`config.mk`:
```
export PLATFORM = sky130hd
export DESIGN_NAME = sab_blend
export DESIGN_NICKNAME = d
export VERILOG_FILES = /design/src/rtl/sab_pkg.sv /design/src/rtl/sab_blend.sv
export SDC_FILE = /design/constraint.sdc
export NUM_CORES = 2
export LEC_CHECK = 0
export BUFFER_PORTS_ARGS = -buffer_cell sky130_fd_sc_hd__buf_4
export CAP_MARGIN = 30
export CORE_MARGIN = 3
export CORE_UTILIZATION = 55
export CTS_CLUSTER_DIAMETER = 150
export DETAILED_ROUTE_END_ITERATION = 12
export GPL_TIMING_DRIVEN = 0
export HOLD_SLACK_MARGIN = 0.12
export PLACE_DENSITY = 0.71
export SLEW_MARGIN = 10
export SYNTH_ARGS = -nofsm -noshare
export SYNTH_HDL_FRONTEND = slang
export SYNTH_SLANG_ARGS = --single-unit
```
`constraint.sdc`:
```
create_clock -name clk -period 8.7 [get_ports clk]
set_input_delay 1.74 -clock clk [delete_from_list [all_inputs] [get_ports clk]]
set_output_delay 1.74 -clock clk [all_outputs]
set_load 0.01 [all_outputs]
```
`src/rtl/sab_pkg.sv`:
```
`timescale 1ns / 1ps
`default_nettype none

package sab_pkg;

  // Source store geometry
  localparam int SRC_MAX_WIDTH  = 64;
  localparam int SRC_MAX_HEIGHT = 64;
  localparam int STORE_DEPTH    = SRC_MAX_WIDTH * SRC_MAX_HEIGHT;
  localparam int ADDR_W         = $clog2(STORE_DEPTH);
  localparam int COL_W          = (SRC_MAX_WIDTH < 2) ? 1 : $clog2(SRC_MAX_WIDTH);
  localparam int ROW_W          = (SRC_MAX_HEIGHT < 2) ? 1 : $clog2(SRC_MAX_HEIGHT);
  // quotient bits: one divider stage per bit
  localparam int QW             = (COL_W > ROW_W) ? COL_W : ROW_W;

  // Field widths
  localparam int COORD_W   = 12;
  localparam int TEX_IDX_W = 12;
  localparam int PIX_W     = 32;
  localparam int RECT_W    = 13;
  localparam int SIZE_W    = 7;
  localparam int ALPHA_W   = 8;
  localparam int CFG_IDX_W = 3;
  localparam int CFG_DATA_W = RECT_W;
  localparam int SPAN_W    = RECT_W;
  localparam int NUM_W     = SPAN_W + SIZE_W;
  localparam int CH_W      = 8;
  localparam int NUM_CH    = 3;

  // Blend arithmetic: weights out of 255*255, rounding by reciprocal multiply
  localparam int W_W     = 16;
  localparam int P_W     = CH_W + W_W;
  localparam int X_W     = P_W + 1;
  localparam int Q_W     = CH_W + 1;
  localparam int DEN_W   = 17;
  localparam int RECIP_W = 16;
  localparam int RECIP_SHIFT = 32;
  localparam logic [W_W-1:0]     ALPHA_ONE   = 16'd65025;
  localparam logic [DEN_W-1:0]   BLEND_DEN   = 17'd130050;
  localparam logic [RECIP_W-1:0] BLEND_RECIP = 16'd33025;

  localparam logic OP_LOAD  = 1'b0;
  localparam logic OP_BLEND = 1'b1;

  typedef enum logic [CFG_IDX_W-1:0] {
    CFG_RECT_LEFT     = 3'd0,
    CFG_RECT_TOP      = 3'd1,
    CFG_RECT_RIGHT    = 3'd2,
    CFG_RECT_BOTTOM   = 3'd3,
    CFG_SOURCE_WIDTH  = 3'd4,
    CFG_SOURCE_HEIGHT = 3'd5,
    CFG_GLOBAL_ALPHA  = 3'd6
  } cfg_index_t;

  typedef struct packed {
    logic signed [RECT_W-1:0] left;
    logic signed [RECT_W-1:0] top;
    logic signed [RECT_W-1:0] right;
    logic signed [RECT_W-1:0] bottom;
    logic [SIZE_W-1:0]        width;
    logic [SIZE_W-1:0]        height;
  } geom_t;

  typedef struct packed {
    logic                 op;
    logic                 in_rect;
    logic [TEX_IDX_W-1:0] idx;
    logic [PIX_W-1:0]     tval;
    logic [PIX_W-1:0]     dpix;
  } item_t;

endpackage

`default_nettype wire

```
`src/rtl/sab_blend.sv`:
```
`timescale 1ns / 1ps
`default_nettype none

// Per-channel lerp d*(1-w) + s*w with w out of 255*255, rounded half up.
// The divide by 2*65025 is a reciprocal multiply plus one correction step.
module sab_blend import sab_pkg::*; (
  input  wire logic               clk,
  input  wire logic               rst,
  input  wire logic               en,
  input  wire logic               vld_in,
  input  wire logic               inside_in,
  input  wire logic [PIX_W-1:0]   dpix_in,
  input  wire logic [PIX_W-1:0]   src_in,
  input  wire logic [ALPHA_W-1:0] global_alpha,
  output logic                    out_valid,
  output logic [PIX_W-1:0]        result_pixel,
  output logic                    was_blended
);

  logic [6:1] v;
  logic [5:1] ins;
  logic [PIX_W-1:0] d1, d2, d3, d4, d5;
  logic [NUM_CH*CH_W-1:0] s1;
  logic [W_W-1:0] w1;
  logic [P_W-1:0] p1 [0:NUM_CH-1];
  logic [P_W-1:0] p2 [0:NUM_CH-1];
  logic [X_W-1:0] x3 [0:NUM_CH-1];
  logic [X_W-1:0] x4 [0:NUM_CH-1];
  logic [X_W-1:0] x5 [0:NUM_CH-1];
  logic [Q_W-1:0] q4 [0:NUM_CH-1];
  logic [Q_W-1:0] q5 [0:NUM_CH-1];
  logic [X_W-1:0] m5 [0:NUM_CH-1];

  logic [X_W+RECIP_W-1:0] est  [0:NUM_CH-1];
  logic [X_W-1:0]         rem  [0:NUM_CH-1];
  logic [Q_W-1:0]         qfin [0:NUM_CH-1];

  always_comb begin
    for (int ch = 0; ch < NUM_CH; ch++) begin
      est[ch]  = (X_W+RECIP_W)'(x3[ch]) * (X_W+RECIP_W)'(BLEND_RECIP);
      rem[ch]  = x5[ch] - m5[ch];
      qfin[ch] = (rem[ch] >= X_W'(BLEND_DEN)) ? q5[ch] + Q_W'(1) : q5[ch];
    end
  end

  always_ff @(posedge clk) begin
    if (rst) begin
      v <= '0;
    end else if (en) begin
      v <= {v[5:1], vld_in};
    end
  end

  always_ff @(posedge clk) begin
    if (en) begin
      ins <= {ins[4:1], inside_in};
      d1  <= dpix_in;
      d2  <= d1;
      d3  <= d2;
      d4  <= d3;
      d5  <= d4;
      s1  <= src_in[PIX_W-1:CH_W];
      w1  <= W_W'(src_in[CH_W-1:0]) * W_W'(global_alpha);
      for (int ch = 0; ch < NUM_CH; ch++) begin
        p1[ch] <= P_W'(d1[PIX_W-CH_W*(ch+1) +: CH_W]) * P_W'(ALPHA_ONE - w1);
        p2[ch] <= P_W'(s1[NUM_CH*CH_W-CH_W*(ch+1) +: CH_W]) * P_W'(w1);
        // 2*num + 65025
        x3[ch] <= {p1[ch] + p2[ch], 1'b0} + X_W'(ALPHA_ONE);
        x4[ch] <= x3[ch];
        q4[ch] <= Q_W'(est[ch] >> RECIP_SHIFT);
        x5[ch] <= x4[ch];
        q5[ch] <= q4[ch];
        m5[ch] <= X_W'(X_W'(q4[ch]) * X_W'(BLEND_DEN));
      end
      if (ins[5]) begin
        result_pixel <= {qfin[0][CH_W-1:0], qfin[1][CH_W-1:0],
                         qfin[2][CH_W-1:0], CH_W'(0)};
      end else begin
        result_pixel <= d5;
      end
      was_blended <= ins[5];
    end
  end

  assign out_valid = v[6];

endmodule

`default_nettype wire

```
==> impl_results.md <==
* Post-Syn Instances at 6269
* CTS tree: built
* Initial drt markers at 3125
* Largest net degree at the start of global routing at 119
* Slew headroom at 0.327
* Dpl hpwl at 122000 um
* Total wire length at 153000 um
* RSZ-0062 raised after global routing: no
* Number of synthesized flops with an enable pin at 694
* Area Growth Syn to Fin at 8.59%
* Post-route ant nets at 0
* Sink Count at 700
* Seq/Total Area, Yosys at 0.313
* Final Hold Fails at 0
* Routed wire per std cell at 18.8 um
* Max Cap Violations at 0
* Critical path type: flip-flop to flip-flop
* Pins over their slew limit at 0
* Worst Hold Class: flip-flop to flip-flop
* Final Cycle Share at 0.962
* Layout cell share with drive strength beyond 1 at 0.0459
* Post-Syn Area at 66900 sq um
* Period minus WS final at 8370 ps
* Syn Nets at 7887
* First-pass GRT wire length at 247000 um
* GPL Wtd Cong at 0.923
* Root buf cell: clkbuf_16
* Multi-input combinational cell area at 41200 sq um
* Worst setup margin at 329 ps
* Die height at 355 um
* Placed cell area at 69900 sq um
* Slew @ Worst Pin at 1000 ps
* Port bufs at 109
* Setup Fix Bufs, Post-CTS at 0
* Async S/R FF share, synth at 0
* Final setup vio count at 0
* Flops & latches, synth at 700
* Global route overflow at 0
* CTS buffer count at 81
* Initial Util at 0.556
* Syn_area_per_cell at 10.7 sq um
* Pre-CTS WS at -83.4 ps
* F_max at 0.119 GHz
* Core footprint at 120000 sq um
* Fillers at 9804
* Worst Setup End Kind: flip-flop
* Crit start category: flip-flop
* Clk_skew at 30.3 ps
* Fin util at 0.604
* Router iterations before antenna repair at 7
* Clk slew on worst S/H paths at 60 ps
* FF+latch area at 21000 sq um
* Clk_lat worst skew at 700 ps
* Fin area at 72700 sq um
* Die Area at 126000 sq um
* Status: completed
* Vias in the first global route at 46100
* CP Max Fanout at 10
* IO Pins at 111
* Crit path required time at 9170 ps
* GR Util All Layers at 0.250
* Crit path arrival time at 8840 ps
* Nets at 8087
* Setup TNS Final at 0 ps
* Commonest non-fill, non-tap cell in the layout: inv_1
* CTS Buffer Depth at 3
* Htree depth at 3
* DR vias at 45100
* Yosys warns at 0
* Most frequent cells in the layout: 1098 x inv_1, 835 x ha_1, 706 x fa_1, 694 x edfxtp_1, 521 x nand2_1
* Initial antenna violation count at 1
* FP Rows at 127
* Die X at 355 um
* Synth cell types at 84
* Area leader, netlist: edfxtp_1
* Leading cell types by total area after synthesis: edfxtp_1 31%, fa_1 21%, ha_1 16%
* Top-area cell type share of the netlist area at 0.311
* Drt drc at 0
* Vias/cell at 5.54
* Top FF cell, synth: edfxtp_1
## stage by stage
stage               hold WS (ps)  cells
global route                 417   8145
global placement             401   7990
detailed placement           405   7997
CTS                          412   8144
finish                       411   8146
floorplan                    400   6269
## area by class of cell
cell class              count  area share
multi-input cells        4315       0.567
flip-flops and latches    700       0.288
inverters                1098      0.0567
clock buffers              92      0.0293
well taps                1612      0.0278
repair buffers            117      0.0138
plain buffers             156     0.00835
clock inverters            55     0.00813
diodes                      1   0.0000344
## critical path, cell delays in order, from the launching register on
cell and delay [ps]:
edfxtp_1 530, clkbuf_2 440, clkbuf_2 450, inv_1 90
ha_1 270, nand2_1 100, xor2_1 650, clkbuf_1 650
nand2_1 180, fa_1 460, fa_1 520, fa_1 550
fa_1 500, inv_1 40, ha_1 310, inv_1 40
o21ai_0 180, a21oi_1 130, o21ai_0 300, a41oi_1 260
a2111oi_0 720, o31a_1 280, a21o_1 130, a21oi_1 70
xnor2_1 270
## final timing paths
check / startpoint / to / slack, ps / depth (start not counted)
max: w1[1] / p1[0][71] / 330 / 24
min: d3[15] / d4[15] / 410 / 0
max reg2reg: w1[1] / p1[0][71] / 330 / 24
min reg2reg: d3[15] / d4[15] / 410 / 0
## what timing repair did
item                                   in CTS  in global routing
setup endpoints to repair                   1                  3
hold buffers                                0                  0
endpoints found under the hold margin       0                  0
resized for setup                           1                  2
## state kept, by name, summed over array words and instances, names as in the netlist
name          count
x5               72
was_blended       1
q5               26
d4               32
m5               43
d5               32
d1               32
w1               16
s1               24
p1               72
d3               32
v                 6
ins               5
p2               72
d2               32
x3               72
q4               27
x4               72
result_pixel     32
## synth_stat cells, drive strengths merged, types with 7 or more instances
cell type,n
o31a,8
nor3b,10
and3,39
nand3,83
o21bai,23
fa,706
mux2i,16
o2111ai,16
a211oi,36
a2111o,7
or2,16
a21boi,19
o31ai,18
or4,11
a211o,17
a221oi,8
edfxtp,694
or3,23
and4,8
a21oi,210
a31oi,38
and2,472
nand2b,54
nor4,17
nor2,203
xnor2,232
nand3b,7
a31o,8
nor2b,70
o211ai,30
o311ai,12
nand4,24
a21o,80
clkbuf,149
a311oi,7
o21a,36
xor2,89
inv,1098
nand2,522
ha,835
nor3,83
buf,7
a2111oi,12
o21ai,139
## layer usage
layer | up-vias | routed length [um] | GRT usage
li1 | 21300 | - | -
met1 | 22400 | 66300 | 0.336
met2 | 1189 | 71900 | 0.412
met3 | 279 | 9650 | 0.0449
met4 | 0 | 5030 | 0.0827
met5 | - | 0 | 0
## cells by family (layout without fill, tap and decap cells)
kind of cell    count (synthesis)  after routing  synth area share
xor+xnor                      321            321            0.0420
fa+ha+maj                    1541           1541             0.367
buf+inv                      1254           1518            0.0706
flops                         700            700             0.313
compound gates                779            779            0.0776
simple gates                 1652           1652             0.126
mux                            22             22           0.00352
other cells                     0              1                 0
Power is left out: the tool's default activity adds up to more than one toggle a clock period on the data nets, which glitch-free logic cannot reach.
