## src/rtl/sab_pkg.sv

```systemverilog
`timescale 1ns / 1ps
`default_nettype none

package sab_pkg;

  // Source store geometry
  localparam int SRC_MAX_WIDTH  = 64;
  localparam int SRC_MAX_HEIGHT = 64;
  localparam int STORE_DEPTH    = SRC_MAX_WIDTH * SRC_MAX_HEIGHT;
  localparam int ADDR_W         = $clog2(STORE_DEPTH);
  localparam int COL_W          = (SRC_MAX_WIDTH < 2) ? 1 : $clog2(SRC_MAX_WIDTH);
  localparam int ROW_W          = (SRC_MAX_HEIGHT < 2) ? 1 : $clog2(SRC_MAX_HEIGHT);
  // quotient bits: one divider stage per bit
  localparam int QW             = (COL_W > ROW_W) ? COL_W : ROW_W;

  // Field widths
  localparam int COORD_W   = 12;
  localparam int TEX_IDX_W = 12;
  localparam int PIX_W     = 32;
  localparam int RECT_W    = 13;
  localparam int SIZE_W    = 7;
  localparam int ALPHA_W   = 8;
  localparam int CFG_IDX_W = 3;
  localparam int CFG_DATA_W = RECT_W;
  localparam int SPAN_W    = RECT_W;
  localparam int NUM_W     = SPAN_W + SIZE_W;
  localparam int CH_W      = 8;
  localparam int NUM_CH    = 3;

  // Blend arithmetic: weights out of 255*255, rounding by reciprocal multiply
  localparam int W_W     = 16;
  localparam int P_W     = CH_W + W_W;
  localparam int X_W     = P_W + 1;
  localparam int Q_W     = CH_W + 1;
  localparam int DEN_W   = 17;
  localparam int RECIP_W = 16;
  localparam int RECIP_SHIFT = 32;
  localparam logic [W_W-1:0]     ALPHA_ONE   = 16'd65025;
  localparam logic [DEN_W-1:0]   BLEND_DEN   = 17'd130050;
  localparam logic [RECIP_W-1:0] BLEND_RECIP = 16'd33025;

  localparam logic OP_LOAD  = 1'b0;
  localparam logic OP_BLEND = 1'b1;

  typedef enum logic [CFG_IDX_W-1:0] {
    CFG_RECT_LEFT     = 3'd0,
    CFG_RECT_TOP      = 3'd1,
    CFG_RECT_RIGHT    = 3'd2,
    CFG_RECT_BOTTOM   = 3'd3,
    CFG_SOURCE_WIDTH  = 3'd4,
    CFG_SOURCE_HEIGHT = 3'd5,
    CFG_GLOBAL_ALPHA  = 3'd6
  } cfg_index_t;

  typedef struct packed {
    logic signed [RECT_W-1:0] left;
    logic signed [RECT_W-1:0] top;
    logic signed [RECT_W-1:0] right;
    logic signed [RECT_W-1:0] bottom;
    logic [SIZE_W-1:0]        width;
    logic [SIZE_W-1:0]        height;
  } geom_t;

  typedef struct packed {
    logic                 op;
    logic                 in_rect;
    logic [TEX_IDX_W-1:0] idx;
    logic [PIX_W-1:0]     tval;
    logic [PIX_W-1:0]     dpix;
  } item_t;

endpackage

`default_nettype wire

```

## src/rtl/sab_index.sv

```systemverilog
`timescale 1ns / 1ps
`default_nettype none

// Rectangle test and nearest-neighbor texel address: offset*size, then a
// restoring divide by the span, one quotient bit per stage.
module sab_index import sab_pkg::*; (
  input  wire logic                 clk,
  input  wire logic                 rst,
  input  wire logic                 en,
  input  wire logic                 take,
  input  wire logic                 opcode,
  input  wire logic [TEX_IDX_W-1:0] texel_index,
  input  wire logic [PIX_W-1:0]     texel_value,
  input  wire logic [COORD_W-1:0]   pixel_x,
  input  wire logic [COORD_W-1:0]   pixel_y,
  input  wire logic [PIX_W-1:0]     dest_pixel,
  input  wire geom_t                geom,
  output logic                      vld,
  output item_t                     item,
  output logic [ADDR_W-1:0]         addr
);

  logic signed [RECT_W:0] x14, y14, left14, top14, right14, bottom14;
  logic signed [RECT_W:0] offx_c, offy_c, spanx_c, spany_c;
  logic                   inside_c;
  logic [SIZE_W-1:0]      swc_c, shc_c;

  assign x14      = $signed({2'b00, pixel_x});
  assign y14      = $signed({2'b00, pixel_y});
  assign left14   = {geom.left[RECT_W-1], geom.left};
  assign top14    = {geom.top[RECT_W-1], geom.top};
  assign right14  = {geom.right[RECT_W-1], geom.right};
  assign bottom14 = {geom.bottom[RECT_W-1], geom.bottom};
  assign offx_c   = x14 - left14;
  assign offy_c   = y14 - top14;
  assign spanx_c  = right14 - left14;
  assign spany_c  = bottom14 - top14;
  assign inside_c = (x14 >= left14) && (x14 < right14) &&
                    (y14 >= top14) && (y14 < bottom14);
  assign swc_c = (geom.width > SIZE_W'(SRC_MAX_WIDTH)) ? SIZE_W'(SRC_MAX_WIDTH)
                                                        : geom.width;
  assign shc_c = (geom.height > SIZE_W'(SRC_MAX_HEIGHT)) ? SIZE_W'(SRC_MAX_HEIGHT)
                                                          : geom.height;

  // Stage 1: captured item with offsets and spans
  logic              v1;
  item_t             it1;
  logic [SPAN_W-1:0] offx1, offy1, spanx1, spany1;
  logic [SIZE_W-1:0] swc1, shc1;

  always_ff @(posedge clk) begin
    if (rst) begin
      v1 <= 1'b0;
    end else if (en) begin
      v1 <= take;
    end
  end

  always_ff @(posedge clk) begin
    if (en) begin
      it1.op      <= opcode;
      it1.in_rect <= inside_c;
      it1.idx     <= texel_index;
      it1.tval    <= texel_value;
      it1.dpix    <= dest_pixel;
      offx1       <= offx_c[SPAN_W-1:0];
      offy1       <= offy_c[SPAN_W-1:0];
      spanx1      <= spanx_c[SPAN_W-1:0];
      spany1      <= spany_c[SPAN_W-1:0];
      swc1        <= swc_c;
      shc1        <= shc_c;
    end
  end

  // Stage 2 (entry 0 of the divider chain): numerators
  logic              dv   [0:QW];
  item_t             dit  [0:QW];
  logic [NUM_W-1:0]  drx  [0:QW];
  logic [NUM_W-1:0]  dry  [0:QW];
  logic [SPAN_W-1:0] dspx [0:QW];
  logic [SPAN_W-1:0] dspy [0:QW];
  logic [QW-1:0]     dqx  [0:QW];
  logic [QW-1:0]     dqy  [0:QW];

  always_ff @(posedge clk) begin
    if (rst) begin
      dv[0] <= 1'b0;
    end else if (en) begin
      dv[0] <= v1;
    end
  end

  always_ff @(posedge clk) begin
    if (en) begin
      dit[0]  <= it1;
      drx[0]  <= NUM_W'(offx1) * NUM_W'(swc1);
      dry[0]  <= NUM_W'(offy1) * NUM_W'(shc1);
      dspx[0] <= spanx1;
      dspy[0] <= spany1;
      dqx[0]  <= '0;
      dqy[0]  <= '0;
    end
  end

  for (genvar k = 0; k < QW; k++) begin : g_div
    localparam int SH = QW - 1 - k;
    logic [NUM_W-1:0] dx, dy;
    logic             gex, gey;

    assign dx  = NUM_W'(dspx[k]) << SH;
    assign dy  = NUM_W'(dspy[k]) << SH;
    assign gex = drx[k] >= dx;
    assign gey = dry[k] >= dy;

    always_ff @(posedge clk) begin
      if (rst) begin
        dv[k+1] <= 1'b0;
      end else if (en) begin
        dv[k+1] <= dv[k];
      end
    end

    always_ff @(posedge clk) begin
      if (en) begin
        dit[k+1]  <= dit[k];
        dspx[k+1] <= dspx[k];
        dspy[k+1] <= dspy[k];
        drx[k+1]  <= gex ? drx[k] - dx : drx[k];
        dry[k+1]  <= gey ? dry[k] - dy : dry[k];
        dqx[k+1]  <= QW'({dqx[k], gex});
        dqy[k+1]  <= QW'({dqy[k], gey});
      end
    end
  end

  assign vld  = dv[QW];
  assign item = dit[QW];
  assign addr = ADDR_W'(COL_W'(dqx[QW])) +
                ADDR_W'(ROW_W'(dqy[QW])) * ADDR_W'(SRC_MAX_WIDTH);

endmodule

`default_nettype wire

```

## config.mk

```make
export PLATFORM = sky130hd
export DESIGN_NAME = sab_index
export DESIGN_NICKNAME = d
export VERILOG_FILES = /design/src/rtl/sab_pkg.sv /design/src/rtl/sab_index.sv
export SDC_FILE = /design/constraint.sdc
export NUM_CORES = 2
export LEC_CHECK = 0
export BUFFER_PORTS_ARGS = -buffer_cell sky130_fd_sc_hd__buf_2
export CAP_MARGIN = 0
export CORE_MARGIN = 4
export CORE_UTILIZATION = 40
export DETAILED_ROUTE_END_ITERATION = 7
export PLACE_DENSITY = 0.59
export SLEW_MARGIN = 20
export SYNTH_ARGS = -nofsm -noshare
export SYNTH_HDL_FRONTEND = slang
export SYNTH_SLANG_ARGS = --single-unit
```

## constraint.sdc

```tcl
create_clock -name clk -period 5.4 [get_ports clk]
set_input_delay 1.08 -clock clk [delete_from_list [all_inputs] [get_ports clk]]
set_output_delay 1.08 -clock clk [all_outputs]
set_load 0.02 [all_outputs]
```

==> metrics.txt <==
outcome=finished, final reports clean; Die Y=369 um; Synth area leaders=edfxtp_1 (65%), ha_1 (7.2%), fa_1 (4.7%); clock slew at the register clock pins of the worst setup and hold paths=0.06 ns; most frequent cells in the layout=edfxtp_1 (1135), inv_1 (381), ha_1 (302); GP Congestion=0.836; number of buffers created by CTS=118; first-pass GRT wire length=144 mm; global-route total usage across every layer=0.131; final setup TNS=0 ns; worst hold-check path type=flop to flop; vias in the first global route=28.3k; final period utilization=0.930; final setup margin=0.379 ns; Synth Flop Type=edfxtp_1; Skew-Pair Late Insertion Delay=0.73 ns; die area=0.136 mm2; layout cells sized above 1=0.127; Synth Net Count=4215; CORE AREA=0.129 mm2; share of the synthesized area in the top cell type=0.654; most common cell after layout, fill and taps aside=edfxtp_1; root buf cell=clkbuf_16; #FFs+latches synth=1136; I/O Buffers=261; clock power share=0.259; Vias=27.8k; worst path arrival time=5.46 ns; WS Path Type=flop to flop; DRT antenna net count=0; Mapped Avg Cell Area=14.4 um2; worst hold slack=0.386 ns; Rel. slew slack=0.457; Die Wd=369 um; via density per instance=4.77; Fin. Hold Viols=0; Layout area overhead=14.5%; Netlist Area Pre-Place=0.0521 mm2; fin crit period=5.02 ns; Comb power frac=0.335; maximum clock path buffer count=3; RSZ-0062 raised after global routing=no; EDFF count, synth=1135; Slew Viols, Final=0; PwrDens=517 mW/mm2; hpwl dp=64.2 mm; Ports=262; Syn. warnings=0; DR pass1 iterations=5; Crit. End Element=flop; DRC=0; Routed WL=88.8 mm; Slew @ Worst Pin=0.803 ns; largest area contributor in the synthesized netlist=edfxtp_1; Initial Util=0.403; MaxCap Viol Count=0; initial antenna violation count=7; Max Clk Rate=199 MHz; clk sinks=1136; Nets=4586; Pint=21.1 mW; initial DRC count=1599; Total Power=30.9 mW; TritonCTS clock tree=yes; Required @ worst endpoint=5.84 ns; WL per Instance=15.2 um; Switch Pwr=9.74 mW; Syn Inst Count=3620; CTS Hold Bufs=0; largest net degree at the start of global routing=155; sequential share of the synthesized area=0.654; post-placement setup slack=0.248 ns; layout filler cell count=11.4k; switching share of power=0.316; global route overflow=0; Max FO, Critical Path=7; htree depth=3; Distinct cells, synth=85; setup violators final=0; clock skew=0.0644 ns; asr flop ratio synth=0; Row Count=132; CP startpoint kind=flop; Reg power frac=0.406; IR drop worst, VDD=0.310 mV; leakage power=23.3 nW
cell type report:
type | instances | area (um2) | area share
clock buffer | 145 | 3050 | 0.0511
sequential | 1136 | 34100 | 0.571
timing repair buffer | 293 | 1660 | 0.0279
inverter | 385 | 1450 | 0.0242
antenna | 3 | 7.51 | 0.000126
clock inverter | 73 | 850 | 0.0142
tap | 1742 | 2180 | 0.0365
multi-input combinational | 2057 | 16400 | 0.275
worst max-delay path, cell delays in order (launching register included):
cell and delay, ns:
edfxtp_1 0.50, nand2_1 0.12, fa_1 0.49, fa_1 0.52
fa_1 0.54, inv_1 0.05, fa_1 0.47, ha_1 0.37
o21a_1 0.21, o21a_1 0.20, a31o_2 0.25, a41oi_1 0.38
o21bai_1 0.18, a221oi_1 0.33, xnor2_1 0.11
routing by layer:
| metal | share of wire | wire length (um) | up-vias | GRT usage |
|---|---|---|---|---|
| li1 | - | - | 14000 | - |
| met1 | 0.44 | 39400 | 13300 | 0.168 |
| met2 | 0.49 | 43100 | 435 | 0.222 |
| met3 | 0.038 | 3370 | 158 | 0.0224 |
| met4 | 0.033 | 2920 | 0 | 0.0523 |
| met5 | 0 | 0 | - | 0 |
synthesized netlist by cell type, types with 26 or more instances:
cell type  count
and2_1       117
inv_1        381
o21ai_0      123
o21ai_1       31
nand4_1       26
fa_1         122
xor2_1        77
nor2_1       133
a21oi_1      156
nand2b_1      28
ha_1         302
o31ai_1       34
o21a_1        54
nand3_1       32
edfxtp_1    1135
a21o_1        55
nor3_1        56
xnor2_1      102
nand2_1      220
nor2b_1       62
metrics by stage:
stage / util / instances / area, um2
floorplan: - / 3620 / 52100
global route: 0.461 / 5834 / 59700
finish: 0.461 / 5834 / 59700
detailed placement: 0.430 / 5604 / 55700
CTS: 0.461 / 5822 / 59600
global placement: 0.430 / 5604 / 55700
power groups by stage:
stage                     clock (mW)  combinational (mW)  sequential (mW)
after detailed placement           0                10.3             12.7
after floorplan                    0                8.15             12.5
after global placement             0                10.2             12.7
final                           7.98                10.3             12.5
after CTS                       8.31                10.4             12.5
after global routing            8.66                11.9             12.7
state kept, by name, indices dropped and copies added (netlist names), 7 cells and up:
register and cells:
drx 120, dspy 78, spanx1 13, dry 120, dqy 21, dqx 21, dspx 78, offx1 13
dit 546, offy1 13, spany1 13, shc1 7, it1 78, dv 7, swc1 7
kinds of logic (layout without fill, tap and decap cells):
group           count (synthesis)  in the layout  share of synthesized area
compound gates                614            614                     0.0762
xor+xnor                      179            179                     0.0301
fa+ha+maj                     424            424                      0.119
buf+inv                       427            896                     0.0315
flops                        1136           1136                      0.654
mux                            59             59                     0.0122
other cells                     0              3                          0
simple gates                  781            781                     0.0768
worst paths after layout:
kind,start,to,slack (ns),cells after the start
min,dit[5][1],dit[6][1],0.39,0
min reg2reg,dit[5][1],dit[6][1],0.39,0
max reg2reg,offy1[2],dry[0][19],0.38,14
max,offy1[2],dry[0][19],0.38,14
timing repair:
item	CTS	global route
gates resized for setup	0	0
endpoints found under the setup margin	0	1
setup buffers	0	8
Power figures use the tool's default switching activity.
